**src/sv/mcal_pkg.sv**
```systemverilog
// shared types, constants and tables of the month calendar grid generator
package mcal_pkg;

    // word layout widths
    localparam int YearW     = 14;
    localparam int MonthW    = 4;
    localparam int DayW      = 5;
    localparam int ColW      = 3;
    localparam int RowW      = 3;
    localparam int PixW      = 11;
    localparam int MarginW   = 9;
    localparam int PitchW    = 8;
    localparam int CfgIdxW   = 2;
    localparam int InDataW   = 24;
    localparam int OutDataW  = 40;
    localparam int OutUserW  = 2;

    // internal arithmetic widths
    localparam int BaseW     = 15;
    localparam int Q100W     = 8;
    localparam int Q7W       = 12;

    // register indexes of the configuration port
    localparam logic [CfgIdxW-1:0] CFG_LEFT_MARGIN  = 2'd0;
    localparam logic [CfgIdxW-1:0] CFG_TOP_MARGIN   = 2'd1;
    localparam logic [CfgIdxW-1:0] CFG_COLUMN_PITCH = 2'd2;
    localparam logic [CfgIdxW-1:0] CFG_ROW_PITCH    = 2'd3;

    // configuration reset values
    localparam logic [MarginW-1:0] LEFT_MARGIN_RST  = 9'd20;
    localparam logic [MarginW-1:0] TOP_MARGIN_RST   = 9'd45;
    localparam logic [PitchW-1:0]  COLUMN_PITCH_RST = 8'd45;
    localparam logic [PitchW-1:0]  ROW_PITCH_RST    = 8'd22;

    // year offset that keeps the weekday sum positive
    localparam logic [BaseW-1:0] YEAR_OFFSET = 15'd400;

    // reciprocal multipliers: x/100 = (x*5243)>>19, x/7 = (x*18725)>>17, exact in range
    localparam logic [12:0] RECIP100     = 13'd5243;
    localparam int          RECIP100_SH  = 19;
    localparam logic [14:0] RECIP7       = 15'd18725;
    localparam int          RECIP7_SH    = 17;

    localparam logic [MonthW-1:0] MONTH_JAN = 4'd1;
    localparam logic [MonthW-1:0] MONTH_FEB = 4'd2;
    localparam logic [MonthW-1:0] MONTH_MAR = 4'd3;
    localparam logic [MonthW-1:0] MONTH_DEC = 4'd12;
    localparam logic [MonthW-1:0] MONTHS_PER_YEAR = 4'd12;
    localparam logic [DayW-1:0]   LEAP_FEB_DAYS   = 5'd29;
    localparam logic [ColW-1:0]   COL_SUNDAY      = 3'd0;
    localparam logic [ColW-1:0]   COL_SATURDAY    = 3'd6;

    // commands from controller to datapath
    typedef struct packed {
        logic accept;     // latch the incoming word
        logic div_step;   // divide year by 100
        logic sum_step;   // leap year, month length, weekday sum
        logic mul_step;   // quotient of the sum by 7
        logic rem_step;   // remainder gives column of the 1st
        logic load_cell;  // move the next cell into the output register
    } mcal_cmd_t;

    // status from datapath to controller
    typedef struct packed {
        logic new_month;  // incoming date differs and month is valid
        logic out_free;   // output register can take a cell
        logic last_day;   // current cell is the last of the month
    } mcal_status_t;

    // days per month, february without leap day
    function automatic logic [DayW-1:0] month_days(input logic [MonthW-1:0] m);
        logic [DayW-1:0] d;
        unique case (m)
            4'd2:                      d = 5'd28;
            4'd4, 4'd6, 4'd9, 4'd11:   d = 5'd30;
            default:                   d = 5'd31;
        endcase
        return d;
    endfunction

    // (13*m + 8) / 5 for shifted month 3..14
    function automatic logic [5:0] month_term(input logic [MonthW-1:0] mm);
        logic [5:0] t;
        unique case (mm)
            4'd3:    t = 6'd9;
            4'd4:    t = 6'd12;
            4'd5:    t = 6'd14;
            4'd6:    t = 6'd17;
            4'd7:    t = 6'd19;
            4'd8:    t = 6'd22;
            4'd9:    t = 6'd25;
            4'd10:   t = 6'd27;
            4'd11:   t = 6'd30;
            4'd12:   t = 6'd32;
            4'd13:   t = 6'd35;
            4'd14:   t = 6'd38;
            default: t = 6'd0;
        endcase
        return t;
    endfunction

endpackage

```
**src/sv/month_calendar_grid_generator_top.sv**
```systemverilog
// top level of the month calendar grid generator
//
//   channel   direction   handshake            payload
//   s_        in          s_tvalid/s_tready    s_tdata: year, month, today
//   m_        out         m_tvalid/m_tready    m_tdata: cell, m_tuser: flags, m_tlast
//   cfg_      in          cfg_wr_en            cfg_index, cfg_wdata
//
// a new date is accepted and then set up in order (year/100 multiply, leap and
// weekday sum, divide by 7 multiply, remainder), then one cell per cycle while m_tready
// does not stall the output, 28 to 31 cells per date
// a repeated date or a month outside 1..12 is accepted and emits nothing
// a stalled m_tready holds the output register and the cell counters
// s_tready is high only while no month is being set up or emitted
// reset (aresetn low, synchronous) restores the default margins and pitches
module month_calendar_grid_generator_top (
    input  logic                                  aclk,
    input  logic                                  aresetn,
    // input word
    input  logic                                  s_tvalid,
    output logic                                  s_tready,
    input  logic [mcal_pkg::InDataW-1:0]          s_tdata,   // year[13:0], month[17:14], today[22:18]
    // result word
    output logic                                  m_tvalid,
    input  logic                                  m_tready,
    output logic [mcal_pkg::OutDataW-1:0]         m_tdata,   // day_number[4:0], column[7:5],
                                                             // row[10:8], pixel_x[21:11], pixel_y[32:22]
    output logic [mcal_pkg::OutUserW-1:0]         m_tuser,   // is_weekend[0], is_today[1]
    output logic                                  m_tlast,
    // configuration
    input  logic                                  cfg_wr_en,
    input  logic [mcal_pkg::CfgIdxW-1:0]          cfg_index,
    input  logic [mcal_pkg::MarginW-1:0]          cfg_wdata
);

    mcal_pkg::mcal_cmd_t    cmd;
    mcal_pkg::mcal_status_t status;

    mcal_ctrl u_ctrl (
        .aclk     (aclk),
        .aresetn  (aresetn),
        .s_tvalid (s_tvalid),
        .s_tready (s_tready),
        .status   (status),
        .cmd      (cmd)
    );

    mcal_dp u_dp (
        .aclk      (aclk),
        .aresetn   (aresetn),
        .in_year   (s_tdata[13:0]),
        .in_month  (s_tdata[17:14]),
        .in_today  (s_tdata[22:18]),
        .cfg_wr_en (cfg_wr_en),
        .cfg_index (cfg_index),
        .cfg_wdata (cfg_wdata),
        .cmd       (cmd),
        .status    (status),
        .out_ready (m_tready),
        .out_valid (m_tvalid),
        .out_data  (m_tdata),
        .out_user  (m_tuser),
        .out_last  (m_tlast)
    );

    // a cell is never loaded over one still waiting
    a_load_free: assert property (@(posedge aclk) disable iff (!aresetn)
        cmd.load_cell |-> (!m_tvalid || m_tready))
        else $error("cell loaded over a pending output word");

    // no new date is taken while cells are still being produced
    a_no_overlap: assert property (@(posedge aclk) disable iff (!aresetn)
        s_tready |-> !cmd.load_cell)
        else $error("input open while emitting cells");

    // at most one sequencing step per cycle
    a_one_step: assert property (@(posedge aclk) disable iff (!aresetn)
        $onehot0({cmd.div_step, cmd.sum_step, cmd.mul_step, cmd.rem_step, cmd.load_cell}))
        else $error("overlapping datapath steps");

    // the last cell of a month reopens the input once it is loaded
    a_last_reopens: assert property (@(posedge aclk) disable iff (!aresetn)
        (cmd.load_cell && status.last_day) |=> s_tready)
        else $error("input not reopened after the last cell");

endmodule

```
**src/sv/mcal_ctrl.sv**
```systemverilog
// controller state machine sequencing weekday setup and cell emission
module mcal_ctrl (
    input  logic                  aclk,
    input  logic                  aresetn,
    input  logic                  s_tvalid,
    output logic                  s_tready,
    input  mcal_pkg::mcal_status_t status,
    output mcal_pkg::mcal_cmd_t    cmd
);

    typedef enum logic [2:0] {
        ST_IDLE,
        ST_DIV,
        ST_SUM,
        ST_MUL,
        ST_REM,
        ST_EMIT
    } state_t;

    state_t state_reg;
    state_t state_next;

    // command decode
    always_comb begin
        cmd           = '0;
        s_tready      = (state_reg == ST_IDLE);
        cmd.accept    = s_tvalid && s_tready;
        cmd.div_step  = (state_reg == ST_DIV);
        cmd.sum_step  = (state_reg == ST_SUM);
        cmd.mul_step  = (state_reg == ST_MUL);
        cmd.rem_step  = (state_reg == ST_REM);
        cmd.load_cell = (state_reg == ST_EMIT) && status.out_free;
    end

    // next state
    always_comb begin
        state_next = state_reg;
        unique case (state_reg)
            ST_IDLE: begin
                if (cmd.accept && status.new_month) begin
                    state_next = ST_DIV;
                end
            end
            ST_DIV:  state_next = ST_SUM;
            ST_SUM:  state_next = ST_MUL;
            ST_MUL:  state_next = ST_REM;
            ST_REM:  state_next = ST_EMIT;
            ST_EMIT: begin
                if (cmd.load_cell && status.last_day) begin
                    state_next = ST_IDLE;
                end
            end
            default: state_next = ST_IDLE;
        endcase
    end

    // state register
    always_ff @(posedge aclk) begin
        if (!aresetn) begin
            state_reg <= ST_IDLE;
        end else begin
            state_reg <= state_next;
        end
    end

endmodule

```
**src/sv/mcal_dp.sv**
```systemverilog
// datapath: date store, weekday arithmetic, cell counters and output register
module mcal_dp (
    input  logic                                 aclk,
    input  logic                                 aresetn,
    // incoming word fields
    input  logic [mcal_pkg::YearW-1:0]           in_year,
    input  logic [mcal_pkg::MonthW-1:0]          in_month,
    input  logic [mcal_pkg::DayW-1:0]            in_today,
    // configuration writes
    input  logic                                 cfg_wr_en,
    input  logic [mcal_pkg::CfgIdxW-1:0]         cfg_index,
    input  logic [mcal_pkg::MarginW-1:0]         cfg_wdata,
    // control
    input  mcal_pkg::mcal_cmd_t                  cmd,
    output mcal_pkg::mcal_status_t               status,
    // result word
    input  logic                                 out_ready,
    output logic                                 out_valid,
    output logic [mcal_pkg::OutDataW-1:0]        out_data,
    output logic [mcal_pkg::OutUserW-1:0]        out_user,
    output logic                                 out_last
);

    localparam int BaseW = mcal_pkg::BaseW;
    localparam int DayW  = mcal_pkg::DayW;

    // configuration registers
    logic [mcal_pkg::MarginW-1:0] left_margin_reg;
    logic [mcal_pkg::MarginW-1:0] top_margin_reg;
    logic [mcal_pkg::PitchW-1:0]  column_pitch_reg;
    logic [mcal_pkg::PitchW-1:0]  row_pitch_reg;

    // previous date
    logic [mcal_pkg::YearW-1:0]   prev_year_reg;
    logic [mcal_pkg::MonthW-1:0]  prev_month_reg;
    logic [DayW-1:0]              prev_day_reg;
    logic                         prev_valid_reg;

    // setup registers
    logic [BaseW-1:0]             base_reg;
    logic                         dec_reg;
    logic [mcal_pkg::MonthW-1:0]  mm_reg;
    logic [mcal_pkg::MonthW-1:0]  mon_reg;
    logic [DayW-1:0]              today_reg;
    logic [mcal_pkg::Q100W-1:0]   q100_reg;
    logic [BaseW-1:0]             sum_reg;
    logic [DayW-1:0]              days_reg;
    logic [mcal_pkg::Q7W-1:0]     q7_reg;

    // cell counters
    logic [DayW-1:0]              day_reg;
    logic [mcal_pkg::ColW-1:0]    col_reg;
    logic [mcal_pkg::RowW-1:0]    row_reg;

    // output register
    logic                         out_valid_reg;
    logic [DayW-1:0]              o_day_reg;
    logic [mcal_pkg::ColW-1:0]    o_col_reg;
    logic [mcal_pkg::RowW-1:0]    o_row_reg;
    logic [mcal_pkg::PixW-1:0]    o_px_reg;
    logic [mcal_pkg::PixW-1:0]    o_py_reg;
    logic                         o_weekend_reg;
    logic                         o_today_reg;
    logic                         o_last_reg;

    logic                         same_date;
    logic                         month_ok;
    logic                         early_month;
    logic [27:0]                  prod100;
    logic [BaseW-1:0]             rem100;
    logic                         zero100;
    logic                         leap;
    logic [BaseW-1:0]             yy;
    logic [mcal_pkg::Q100W-1:0]   qyy;
    logic [BaseW-1:0]             sum_next;
    logic [DayW-1:0]              days_next;
    logic [29:0]                  prod7;
    logic [BaseW-1:0]             rem7;
    logic [mcal_pkg::PixW-1:0]    px_next;
    logic [mcal_pkg::PixW-1:0]    py_next;

    // incoming date checks
    assign same_date   = prev_valid_reg && (in_year == prev_year_reg) &&
                         (in_month == prev_month_reg) && (in_today == prev_day_reg);
    assign month_ok    = (in_month >= mcal_pkg::MONTH_JAN) && (in_month <= mcal_pkg::MONTH_DEC);
    assign early_month = (in_month < mcal_pkg::MONTH_MAR);

    assign status.new_month = !same_date && month_ok;
    assign status.out_free  = !out_valid_reg || out_ready;
    assign status.last_day  = (day_reg == days_reg);

    // year divided by 100 through a reciprocal multiply
    assign prod100 = 28'(base_reg) * 28'(mcal_pkg::RECIP100);

    // leap year and weekday sum; january and february count as months 13, 14 of last year
    always_comb begin
        rem100    = base_reg - BaseW'(q100_reg) * BaseW'(100);
        zero100   = (rem100 == '0);
        leap      = ((base_reg[1:0] == 2'b00) && !zero100) ||
                    (zero100 && (q100_reg[1:0] == 2'b00));
        yy        = base_reg - BaseW'(dec_reg);
        qyy       = q100_reg - mcal_pkg::Q100W'(dec_reg && zero100);
        sum_next  = yy + (yy >> 2) - BaseW'(qyy) + BaseW'(qyy >> 2) +
                    BaseW'(mcal_pkg::month_term(mm_reg)) + BaseW'(1);
        days_next = ((mon_reg == mcal_pkg::MONTH_FEB) && leap) ?
                    mcal_pkg::LEAP_FEB_DAYS : mcal_pkg::month_days(mon_reg);
    end

    // weekday sum modulo 7
    assign prod7 = 30'(sum_reg) * 30'(mcal_pkg::RECIP7);
    assign rem7  = sum_reg - BaseW'(q7_reg) * BaseW'(7);

    // pixel positions of the current cell
    assign px_next = mcal_pkg::PixW'(left_margin_reg) +
                     mcal_pkg::PixW'(col_reg) * mcal_pkg::PixW'(column_pitch_reg);
    assign py_next = mcal_pkg::PixW'(top_margin_reg) +
                     mcal_pkg::PixW'(row_reg) * mcal_pkg::PixW'(row_pitch_reg);

    // configuration registers
    always_ff @(posedge aclk) begin
        if (!aresetn) begin
            left_margin_reg  <= mcal_pkg::LEFT_MARGIN_RST;
            top_margin_reg   <= mcal_pkg::TOP_MARGIN_RST;
            column_pitch_reg <= mcal_pkg::COLUMN_PITCH_RST;
            row_pitch_reg    <= mcal_pkg::ROW_PITCH_RST;
        end else if (cfg_wr_en) begin
            unique case (cfg_index)
                mcal_pkg::CFG_LEFT_MARGIN:  left_margin_reg  <= cfg_wdata;
                mcal_pkg::CFG_TOP_MARGIN:   top_margin_reg   <= cfg_wdata;
                mcal_pkg::CFG_COLUMN_PITCH: column_pitch_reg <= cfg_wdata[mcal_pkg::PitchW-1:0];
                mcal_pkg::CFG_ROW_PITCH:    row_pitch_reg    <= cfg_wdata[mcal_pkg::PitchW-1:0];
                default: ;
            endcase
        end
    end

    // previous date store
    always_ff @(posedge aclk) begin
        if (!aresetn) begin
            prev_year_reg  <= '0;
            prev_month_reg <= '0;
            prev_day_reg   <= '0;
            prev_valid_reg <= 1'b0;
        end else if (cmd.accept) begin
            prev_year_reg  <= in_year;
            prev_month_reg <= in_month;
            prev_day_reg   <= in_today;
            prev_valid_reg <= 1'b1;
        end
    end

    // weekday setup steps
    always_ff @(posedge aclk) begin
        if (cmd.accept) begin
            base_reg  <= BaseW'(in_year) + mcal_pkg::YEAR_OFFSET;
            dec_reg   <= early_month;
            mm_reg    <= early_month ? in_month + mcal_pkg::MONTHS_PER_YEAR : in_month;
            mon_reg   <= in_month;
            today_reg <= in_today;
        end
        if (cmd.div_step) begin
            q100_reg <= prod100[mcal_pkg::RECIP100_SH +: mcal_pkg::Q100W];
        end
        if (cmd.sum_step) begin
            sum_reg  <= sum_next;
            days_reg <= days_next;
        end
        if (cmd.mul_step) begin
            q7_reg <= prod7[mcal_pkg::RECIP7_SH +: mcal_pkg::Q7W];
        end
    end

    // day, column and row counters
    always_ff @(posedge aclk) begin
        if (cmd.rem_step) begin
            day_reg <= DayW'(1);
            col_reg <= rem7[mcal_pkg::ColW-1:0];
            row_reg <= '0;
        end else if (cmd.load_cell) begin
            day_reg <= day_reg + DayW'(1);
            if (col_reg == mcal_pkg::COL_SATURDAY) begin
                col_reg <= mcal_pkg::COL_SUNDAY;
                row_reg <= row_reg + mcal_pkg::RowW'(1);
            end else begin
                col_reg <= col_reg + mcal_pkg::ColW'(1);
            end
        end
    end

    // output valid
    always_ff @(posedge aclk) begin
        if (!aresetn) begin
            out_valid_reg <= 1'b0;
        end else if (cmd.load_cell) begin
            out_valid_reg <= 1'b1;
        end else if (out_ready) begin
            out_valid_reg <= 1'b0;
        end
    end

    // output payload
    always_ff @(posedge aclk) begin
        if (cmd.load_cell) begin
            o_day_reg     <= day_reg;
            o_col_reg     <= col_reg;
            o_row_reg     <= row_reg;
            o_px_reg      <= px_next;
            o_py_reg      <= py_next;
            o_weekend_reg <= (col_reg == mcal_pkg::COL_SUNDAY) ||
                             (col_reg == mcal_pkg::COL_SATURDAY);
            o_today_reg   <= (day_reg == today_reg);
            o_last_reg    <= (day_reg == days_reg);
        end
    end

    assign out_valid = out_valid_reg;
    assign out_data  = {7'd0, o_py_reg, o_px_reg, o_row_reg, o_col_reg, o_day_reg};
    assign out_user  = {o_today_reg, o_weekend_reg};
    assign out_last  = o_last_reg;

endmodule
```
**config.mk**
```make
export PLATFORM = sky130hd
export DESIGN_NAME = month_calendar_grid_generator_top
export DESIGN_NICKNAME = d
export VERILOG_FILES = /design/src/sv/mcal_pkg.sv /design/src/sv/month_calendar_grid_generator_top.sv /design/src/sv/mcal_ctrl.sv /design/src/sv/mcal_dp.sv
export SDC_FILE = /design/constraint.sdc
export NUM_CORES = 1
export LEC_CHECK = 0
export ABC_AREA = 1
export BUFFER_PORTS_ARGS = -buffer_cell sky130_fd_sc_hd__clkbuf_2
export CAP_MARGIN = 25
export CELL_PAD_IN_SITES_DETAIL_PLACEMENT = 1
export CELL_PAD_IN_SITES_GLOBAL_PLACEMENT = 1
export CORE_MARGIN = 8
export CORE_UTILIZATION = 40
export DETAILED_ROUTE_END_ITERATION = 6
export HOLD_SLACK_MARGIN = 0.12
export PLACE_DENSITY = 0.72
export REMOVE_ABC_BUFFERS = 1
export SETUP_SLACK_MARGIN = 0.5
export SLEW_MARGIN = 20
export SYNTH_ARGS = -nofsm -noshare
export SYNTH_HDL_FRONTEND = slang
export SYNTH_SLANG_ARGS = --single-unit
```
**constraint.sdc**
```tcl
create_clock -name aclk -period 8.48 [get_ports aclk]
set_input_delay 0 -clock aclk [delete_from_list [all_inputs] [get_ports aclk]]
set_output_delay 0 -clock aclk [all_outputs]
set_load 0.005 [all_outputs]
```
==> impl_metrics.py, run 1 <==
metrics = {
    "route": {
        "wl_met2_um": 26040,
        "routed_via_density": 4.995,
        "m1WireLength_um": 19930,
        "top_layer": "met4",
        "routedWlPerCell_um": 17.36,
        "dr.pass1.iters": 5,
        "dr_total_vias": 13970,
        "met3WireLength_um": 1165,
        "drc": 0,
        "drt.antenna.violating_nets": 0,
        "drt_wl_total_um": 48540,
        "drtIter0Drc": 545,
    },
    "critical_path": {
        "cp_slowest_cell": "fa_1",
        "arrival_ns": 8.15,
        "critPathMaxStageDelay_ns": 0.58,
        "worstPathMaxFanout": 4,
        "crit_type": "register to register",
        "cp-end-kind": "register",
        "required_ns": 8.68,
        "worstSetupStartpointType": "register",
        "r2r_setup_slack_ns": 0.53,
    },
    "yosys": {
        "syn_avg_cell_area_um2": 8.748,
        "yosysSeqAreaShare_pct": 24.33,
        "synth.distinct_cells": 52,
        "ys.warnings.count": 0,
        "yosys.area.top_type": "ha_1",
        "synth_edf_count": 94,
        "ys_seq_elements": 170,
        "synthTopCellsByArea": "ha_1 (22%), fa_1 (16%), edfxtp_1 (16%), inv_1 (8.7%), dfxtp_1 (8.5%)",
        "ys.flop_type": "edfxtp_1",
        "synthArstFlopShare_pct": 0,
        "syn_area_mm2": 0.01785,
        "synth_cells": 2041,
        "netlist.area_leader.share_pct": 22.49,
    },
    "placement": {
        "place_area_mm2": 0.01889,
        "io_buffer_count": 76,
        "place.gp.congestion": 0.8842,
        "post-place-cells": 2691,
        "hpwlAfterDp_um": 37660,
    },
    "global_route": {
        "grt_max_degree": 61,
        "grt_first_pass_wirelength_um": 77550,
        "antenna_found_initial": 1,
        "grt_pass1_vias": 15410,
        "grt_usage_pct": 18.77,
        "overflow": 0,
    },
    "timing": {
        "slew_violations": 0,
        "period_needed_ns": 7.951,
        "final-setup-viol-count": 0,
        "maxSlewHeadroom_pct": 37.46,
        "period_share_pct": 93.76,
        "hold_violations": 0,
        "rsz0062_at_grt": "yes",
        "fin_tns_setup_ns": 0,
        "worst_slew_pin_slew_ns": 0.9346,
        "max_freq_mhz": 125.8,
        "clock_skew_ns": 0.01102,
    },
    "cts": {
        "max-clock-path-buffers": 2,
        "cts_tree": "yes",
        "cts_htree_levels": 4,
        "numClockSinks": 170,
        "path_clk_slew_ns": 0.07,
        "numCtsBuffers": 17,
        "clock_latency_ns": 0.45,
        "clockRootBuffer": "clkbuf_16",
    },
    "final_layout": {
        "instances_no_fill": 2796,
        "final_common_cell": "inv_1",
        "final_core_util_pct": 46.64,
        "fin_area_mm2": 0.02058,
        "layout-drive-gt1-share_pct": 10.76,
        "area_growth_pct": 15.26,
        "final_cell_mix": "inv_1 (406), nand2_1 (315), ha_1 (306)",
        "nets": 2694,
    },
    "floorplanning": {
        "dieHeight_um": 227.3,
        "die_x_um": 227.3,
        "pin_count": 85,
        "dieArea_mm2": 0.05165,
        "core-area_mm2": 0.04412,
        "initial_core_util_pct": 40.46,
        "rows": 77,
    },
    "flow_run": {
        "cap_violations": 0,
    },
    "run_status": {
        "status": "complete, no violations",
    },
    "min_path": {
        "hp-class": "primary input to register",
    },
}
-- Yosys cell counts (2+ instances only) --
cell	n
xor2_1	69
inv_2	7
nor4_1	3
buf_4	9
and2_1	2
nand3_1	68
o22ai_1	2
a211oi_1	4
nor3_2	3
nor2_4	2
o211ai_1	6
a21o_1	12
edfxtp_1	94
o2111ai_1	5
nor3_1	13
clkbuf_1	15
ha_1	321
dfxtp_1	76
a31oi_1	5
o21bai_1	8
o21ai_1	6
nor2_1	139
buf_2	4
o21ai_0	89
nand2_1	331
inv_1	416
xnor2_1	31
a221oi_1	4
o21a_1	6
nand3b_1	6
a21oi_1	91
or2_2	7
fa_1	144
nand4_1	22
nand2_2	4
-- area by class of cell --
class / instances / area [µm²]
Clock inverter: 12 / 135.1
Tap cell: 592 / 740.7
Antenna cell: 2 / 5.005
Timing Repair Buffer: 152 / 1079
Sequential cell: 170 / 4344
Fill cell: 5201 / 23550
Clock buffer: 20 / 467.9
Inverter: 423 / 1588
Multi-Input combinational cell: 1425 / 12220
-- stage by stage --
stage	worst slack [ns]	hold slack (ns)
after floorplan	0.8960	0.08411
after global placement	0.2884	0.1957
after detailed placement	-0.03411	0.2077
after CTS	0.5033	0.2989
after global routing	0.2506	0.3087
final	0.5288	0.3043
-- timing repair --
item / 4_1_cts / 5_1_grt
cloned: 0 / 0
hold buffers: 45 / 0
setup buffers: 7 / 19
gates resized for setup: 30 / 62
hold endpoints to repair: 86 / 0
endpoints found under the setup margin: 13 / 12
pin swaps: 10 / 52
-- worst paths after layout --
check / cells past startpoint / to / start
max reg2reg: 38 / u_dp.sum_reg[12] / u_dp.q100_reg[3]
min reg2reg: 2 / u_dp.prev_year_reg[2] / u_dp.prev_year_reg[2]
max: 38 / u_dp.sum_reg[12] / u_dp.q100_reg[3]
min: 2 / u_dp.today_reg[0] / s_tdata[18]
-- per-layer routing --
metal  global-route usage, %  vias up
li1                        -     6824
met1                   21.50     6910
met2                   35.49      157
met3                   2.744       75
met4                   5.836        0
met5                       0        -
-- worst max-delay path: cells and delay by family, from the launching register on --
kind | cells | cell delay (ns)
xor gates and xnor gates | 3 | 0.47
DFF | 1 | 0.44
buffers and inverters | 4 | 0.33
AOI/OAI and AO/OA | 6 | 0.98
and+or+nand+nor | 14 | 1.46
adders and majority gates | 11 | 4.00
-- cell families after synthesis --
family | after synthesis | share of synthesized area [%]
AOI/OAI and AO/OA | 246 | 7.933
xor gates and xnor gates | 101 | 4.997
adders and majority gates | 465 | 38.64
buffers and inverters | 452 | 9.720
DFF | 170 | 24.33
other | 1 | 0.02100
and+or+nand+nor | 606 | 14.36
Power of run 1 is not shown: default switching activity piles up to over one toggle a cycle in this logic, so the estimate is an artifact.
==> inputs of run 2 (changes only) <==
--- a/config.mk
+++ b/config.mk
@@ -10,6 +10,7 @@
 export CAP_MARGIN = 25
 export CELL_PAD_IN_SITES_DETAIL_PLACEMENT = 1
 export CELL_PAD_IN_SITES_GLOBAL_PLACEMENT = 1
+export CORE_ASPECT_RATIO = 0.5
 export CORE_MARGIN = 8
 export CORE_UTILIZATION = 40
 export DETAILED_ROUTE_END_ITERATION = 6
==> run 2 against run 1 <==
Critical endpoint is now u_dp.sum_reg[11]. Largest cell class unchanged. Cell area about the same. Maximum frequency up 0.58%. Via count down 0.57%. Clock-buffer cell count down 2. Highest routed layer is now met5. Hold slack better by 0.027 ns.
==> impl_metrics.py, run 2 (synthesized netlist as in run 1, its figures left out) <==
metrics = {
    "run_status": {
        "status": "complete, no violations",
    },
    "timing": {
        "slew_violations": 0,
        "clock_skew_ns": 0.01752,
        "period_share_pct": 93.22,
        "max_freq_mhz": 126.5,
        "worst_slew_pin_slew_ns": 0.8960,
        "final-setup-viol-count": 0,
        "period_needed_ns": 7.905,
        "hold_violations": 0,
        "fin_tns_setup_ns": 0,
        "rsz0062_at_grt": "yes",
        "maxSlewHeadroom_pct": 40.27,
    },
    "route": {
        "drtIter0Drc": 606,
        "drt.antenna.violating_nets": 0,
        "drc": 0,
        "routed_via_density": 4.972,
        "drt_wl_total_um": 47440,
        "dr_total_vias": 13890,
        "routedWlPerCell_um": 16.98,
        "dr.pass1.iters": 5,
    },
    "final_layout": {
        "layout-drive-gt1-share_pct": 10.98,
        "nets": 2697,
        "diodes": 0,
        "area_growth_pct": 15.31,
        "final_cell_mix": "inv_1 (409), nand2_1 (318), ha_1 (302)",
        "final_common_cell": "inv_1",
        "fin_area_mm2": 0.02059,
        "instances_no_fill": 2793,
        "fillers": 5123,
    },
    "critical_path": {
        "worstPathMaxFanout": 4,
        "required_ns": 8.68,
        "crit_type": "register to register",
        "arrival_ns": 8.10,
        "crit_top_cell": "ha_4",
        "critPathMaxStageDelay_ns": 0.55,
        "worstSetupStartpointType": "register",
        "cp_slowest_cell": "fa_1",
        "cp-end-kind": "register",
    },
    "cts": {
        "clockRootBuffer": "clkbuf_16",
        "path_clk_slew_ns": 0.08,
        "numCtsBuffers": 17,
        "cts_tree": "yes",
        "clock_latency_ns": 0.46,
        "cts_htree_levels": 4,
        "numClockSinks": 170,
        "max-clock-path-buffers": 2,
    },
    "placement": {
        "place_area_mm2": 0.01890,
        "post-place-cells": 2689,
        "io_buffer_count": 76,
        "place.gp.congestion": 0.8531,
        "hpwlAfterDp_um": 37400,
    },
    "min_path": {
        "hp-class": "primary input to register",
    },
    "floorplanning": {
        "pin_count": 85,
        "die_x_um": 314.8,
        "rows": 54,
        "dieHeight_um": 165.4,
        "initial_core_util_pct": 40.78,
        "core-area_mm2": 0.04378,
        "dieArea_mm2": 0.05206,
    },
    "global_route": {
        "overflow": 0,
        "grt_pass1_vias": 15160,
        "grt_usage_pct": 18.22,
        "grt_first_pass_wirelength_um": 76460,
        "grt_max_degree": 61,
        "antenna_found_initial": 1,
    },
    "flow_run": {
        "cap_violations": 0,
    },
}
[run 2: cell type report]
cell class                      instances  area, µm²  area share (%)
Clock buffer                           18      450.4           2.188
Clock inverter                         14      180.2          0.8751
Inverter                              423       1588           7.712
Multi-Input combinational cell       1425      12190           59.20
Sequential cell                       170       4344           21.10
Tap cell                              588      735.7           3.573
Timing Repair Buffer                  155       1102           5.354
[run 2: what timing repair did]
item / 4_1_cts / 5_1_grt
hold endpoints to repair: 86 / 0
endpoints found under the setup margin: 10 / 13
hold buffers: 44 / 0
buffers inserted: 8 / 19
pin swaps: 10 / 42
resized for setup: 25 / 59
[run 2: critical path, delay by kind of cell (launching register included)]
| kind | cells | cell delay [ns] |
|---|---|---|
| AOI/OAI and AO/OA | 8 | 1.28 |
| DFF | 1 | 0.45 |
| and+or+nand+nor | 15 | 1.33 |
| buffers and inverters | 4 | 0.47 |
| adders and majority gates | 11 | 3.81 |
| xor gates and xnor gates | 2 | 0.29 |
[run 2: per-stage QoR]
step	hold slack (ns)	worst slack [ns]	util (%)
final	0.3313	0.5749	47.03
after global placement	0.2037	0.2434	43.15
after detailed placement	0.2071	-0.04279	43.16
after floorplan	0.08411	0.8960	-
after CTS	0.2830	0.5009	46.03
after global routing	0.3228	0.1891	47.03
[run 2: worst paths after layout]
kind / from / to / slack, ns / cells after the start
max: u_dp.q100_reg[2] / u_dp.sum_reg[11] / 0.57 / 40
min: s_tdata[20] / u_dp.today_reg[2] / 0.33 / 2
max reg2reg: u_dp.q100_reg[2] / u_dp.sum_reg[11] / 0.57 / 40
min reg2reg: u_dp.prev_valid_reg / u_dp.prev_valid_reg / 0.48 / 1
[run 2: metal layers]
layer	track usage [%]	wire [µm]
met1	22.35	21370
met3	2.708	1040
met5	0	13
met2	33.26	24050
met4	5.198	963
Power of run 2 is left out for the same reason.
==> inputs of run 3 (changes only) <==
==> constraint.sdc (replaced) <==
create_clock -name aclk -period 9.25 [get_ports aclk]
set_input_delay 0 -clock aclk [delete_from_list [all_inputs] [get_ports aclk]]
set_output_delay 0 -clock aclk [all_outputs]
set_load 0.005 [all_outputs]
==> run 3 against run 2 <==
Non-clock buffer count decreased by 21. Maximum frequency decreased by 3.3%. Die area unchanged. Setup slack improved by 0.50 ns. Hold slack got worse by 0.013 ns. Critical path depth rose by 6. Routed wire length decreased by 3.2%. Register-to-register slack better by 0.50 ns.
==> impl_metrics.py, run 3 (synthesized netlist as in run 1, its figures left out) <==
metrics = {
    "critical_path": {
        "required_ns": 9.45,
        "crit_family": "adder cells",
        "crit_type": "register to register",
        "cp-end-kind": "register",
        "r2r_setup_slack_ns": 1.07,
        "r2r-end": "u_dp.sum_reg[11]",
        "timing.rr.start": "u_dp.q100_reg[2]",
        "arrival_ns": 8.38,
        "critPathMaxStageDelay_ns": 0.57,
        "critPathBufInv": 7,
        "worstSetupStartpointType": "register",
        "cp_slowest_cell": "fa_1",
        "reg2regPathDepth": 46,
        "crit_top_cell": "nand2_1",
        "worstPathMaxFanout": 4,
    },
    "timing": {
        "slew_violations": 0,
        "period_needed_ns": 8.177,
        "rsz0062_at_grt": "no",
        "worst_slew_pin_slew_ns": 0.8548,
        "max_freq_mhz": 122.3,
        "maxSlewHeadroom_pct": 43.01,
        "clock_skew_ns": 0.01567,
        "period_share_pct": 88.40,
        "final-setup-viol-count": 0,
        "holdWs_ns": 0.3181,
        "fin_tns_setup_ns": 0,
        "hold_violations": 0,
    },
    "global_route": {
        "grt_usage_pct": 18.05,
        "grt_first_pass_wirelength_um": 75890,
        "grtUsageMet1_pct": 22.20,
        "grt_util_met3_pct": 2.845,
        "grt_pass1_vias": 14910,
        "grt_max_degree": 61,
        "overflow": 0,
        "top_usage_layer": "met2",
        "use_met2_pct": 33.00,
        "antenna_found_initial": 0,
    },
    "cts": {
        "cts_tree": "yes",
        "clock_latency_ns": 0.45,
        "numClockSinks": 170,
        "max-clock-path-buffers": 2,
        "cts_htree_levels": 4,
        "path_clk_slew_ns": 0.08,
        "clockRootBuffer": "clkbuf_16",
        "numCtsBuffers": 17,
    },
    "final_layout": {
        "multiInputGateArea_mm2": 0.01187,
        "instances_no_fill": 2774,
        "fillers": 5187,
        "seq_area_mm2": 0.004344,
        "area_growth_pct": 12.60,
        "final_common_cell": "inv_1",
        "nets": 2676,
        "final_cell_mix": "inv_1 (415), nand2_1 (331), ha_1 (319)",
        "layout-drive-gt1-share_pct": 7.601,
        "fin_area_mm2": 0.02010,
    },
    "run_status": {
        "status": "complete, no violations",
    },
    "min_path": {
        "min_delay_path_depth": 2,
        "min_from": "s_tdata[21]",
        "hp-class": "primary input to register",
        "hold-path-endpoint": "u_dp.today_reg[3]",
    },
    "floorplanning": {
        "pin_count": 85,
        "die_x_um": 314.8,
        "rows": 54,
        "dieArea_mm2": 0.05206,
        "dieHeight_um": 165.4,
        "initial_core_util_pct": 40.78,
        "core-area_mm2": 0.04378,
    },
    "placement": {
        "hpwlAfterDp_um": 36980,
        "place.gp.congestion": 0.8166,
        "post-place-cells": 2686,
        "place_area_mm2": 0.01887,
        "io_buffer_count": 76,
    },
    "route": {
        "dr.pass1.iters": 5,
        "drt_wl_total_um": 45900,
        "routed_via_density": 4.929,
        "drt.antenna.violating_nets": 0,
        "routedWlPerCell_um": 16.55,
        "drc": 0,
        "dr_total_vias": 13670,
        "drtIter0Drc": 647,
    },
    "flow_run": {
        "cap_violations": 0,
    },
}
-- run 3: cell count changes in the layout (fill, tap and decap cells not counted), sizes merged --
cell / change
clkinv: +2
inv: -1
dlygate4sd3: +2
buf: -22
clkbuf: -2
diode: +2
-- run 3: cell type report --
cell class                 instances  area share, %
tap                              588          3.659
clock inverter                    15          1.052
multi-input combinational       1425          59.02
sequential                       170          21.61
antenna                            2        0.02489
clock buffer                      17          2.116
timing repair buffer             134          4.618
inverter                         423          7.898
-- run 3: routing by layer --
layer	part of all wire, %	vias to the layer above
li1	-	6781
met1	45	6704
met2	51	137
met3	2.7	52
met4	1.8	0
met5	0	-
-- run 3: worst max path at each step --
stage / start / end / slack (ns) / depth (start not counted)
floorplan: u_dp.q100_reg[3] / u_dp.sum_reg[12] / 1.67 / 41
global placement: u_dp.q100_reg[3] / u_dp.sum_reg[12] / 0.90 / 41
detailed placement: u_dp.q100_reg[3] / u_dp.sum_reg[11] / 0.67 / 45
CTS: u_dp.q100_reg[3] / u_dp.sum_reg[11] / 0.63 / 45
global route: u_dp.q100_reg[2] / u_dp.sum_reg[12] / 0.49 / 46
finish: u_dp.q100_reg[2] / u_dp.sum_reg[11] / 1.07 / 46
-- run 3: what timing repair did --
item | in CTS | in global routing
setup endpoints to repair | 0 | 10
hold buffers | 46 | 0
endpoints found under the hold margin | 86 | 0
buffers inserted | 0 | 8
gates resized for setup | 0 | 14
-- run 3: stage by stage --
step	util (%)	setup slack [ns]
2_1_floorplan	-	1.666
3_3_place_gp	43.10	0.9038
3_5_place_dp	43.11	0.6683
4_1_cts	45.61	0.6314
5_1_grt	45.91	0.4915
6_report	45.92	1.073
-- run 3: worst reg2reg max path: cells and delay by family, from the launching register on --
family,cells,cell delay (ns)
and+or+nand+nor,18,1.77
AOI/OAI and AO/OA,7,1.15
buffers and inverters,7,0.49
adders and majority gates,12,3.84
DFF,1,0.43
xor gates and xnor gates,2,0.24
Power of run 3 is left out for the same reason.
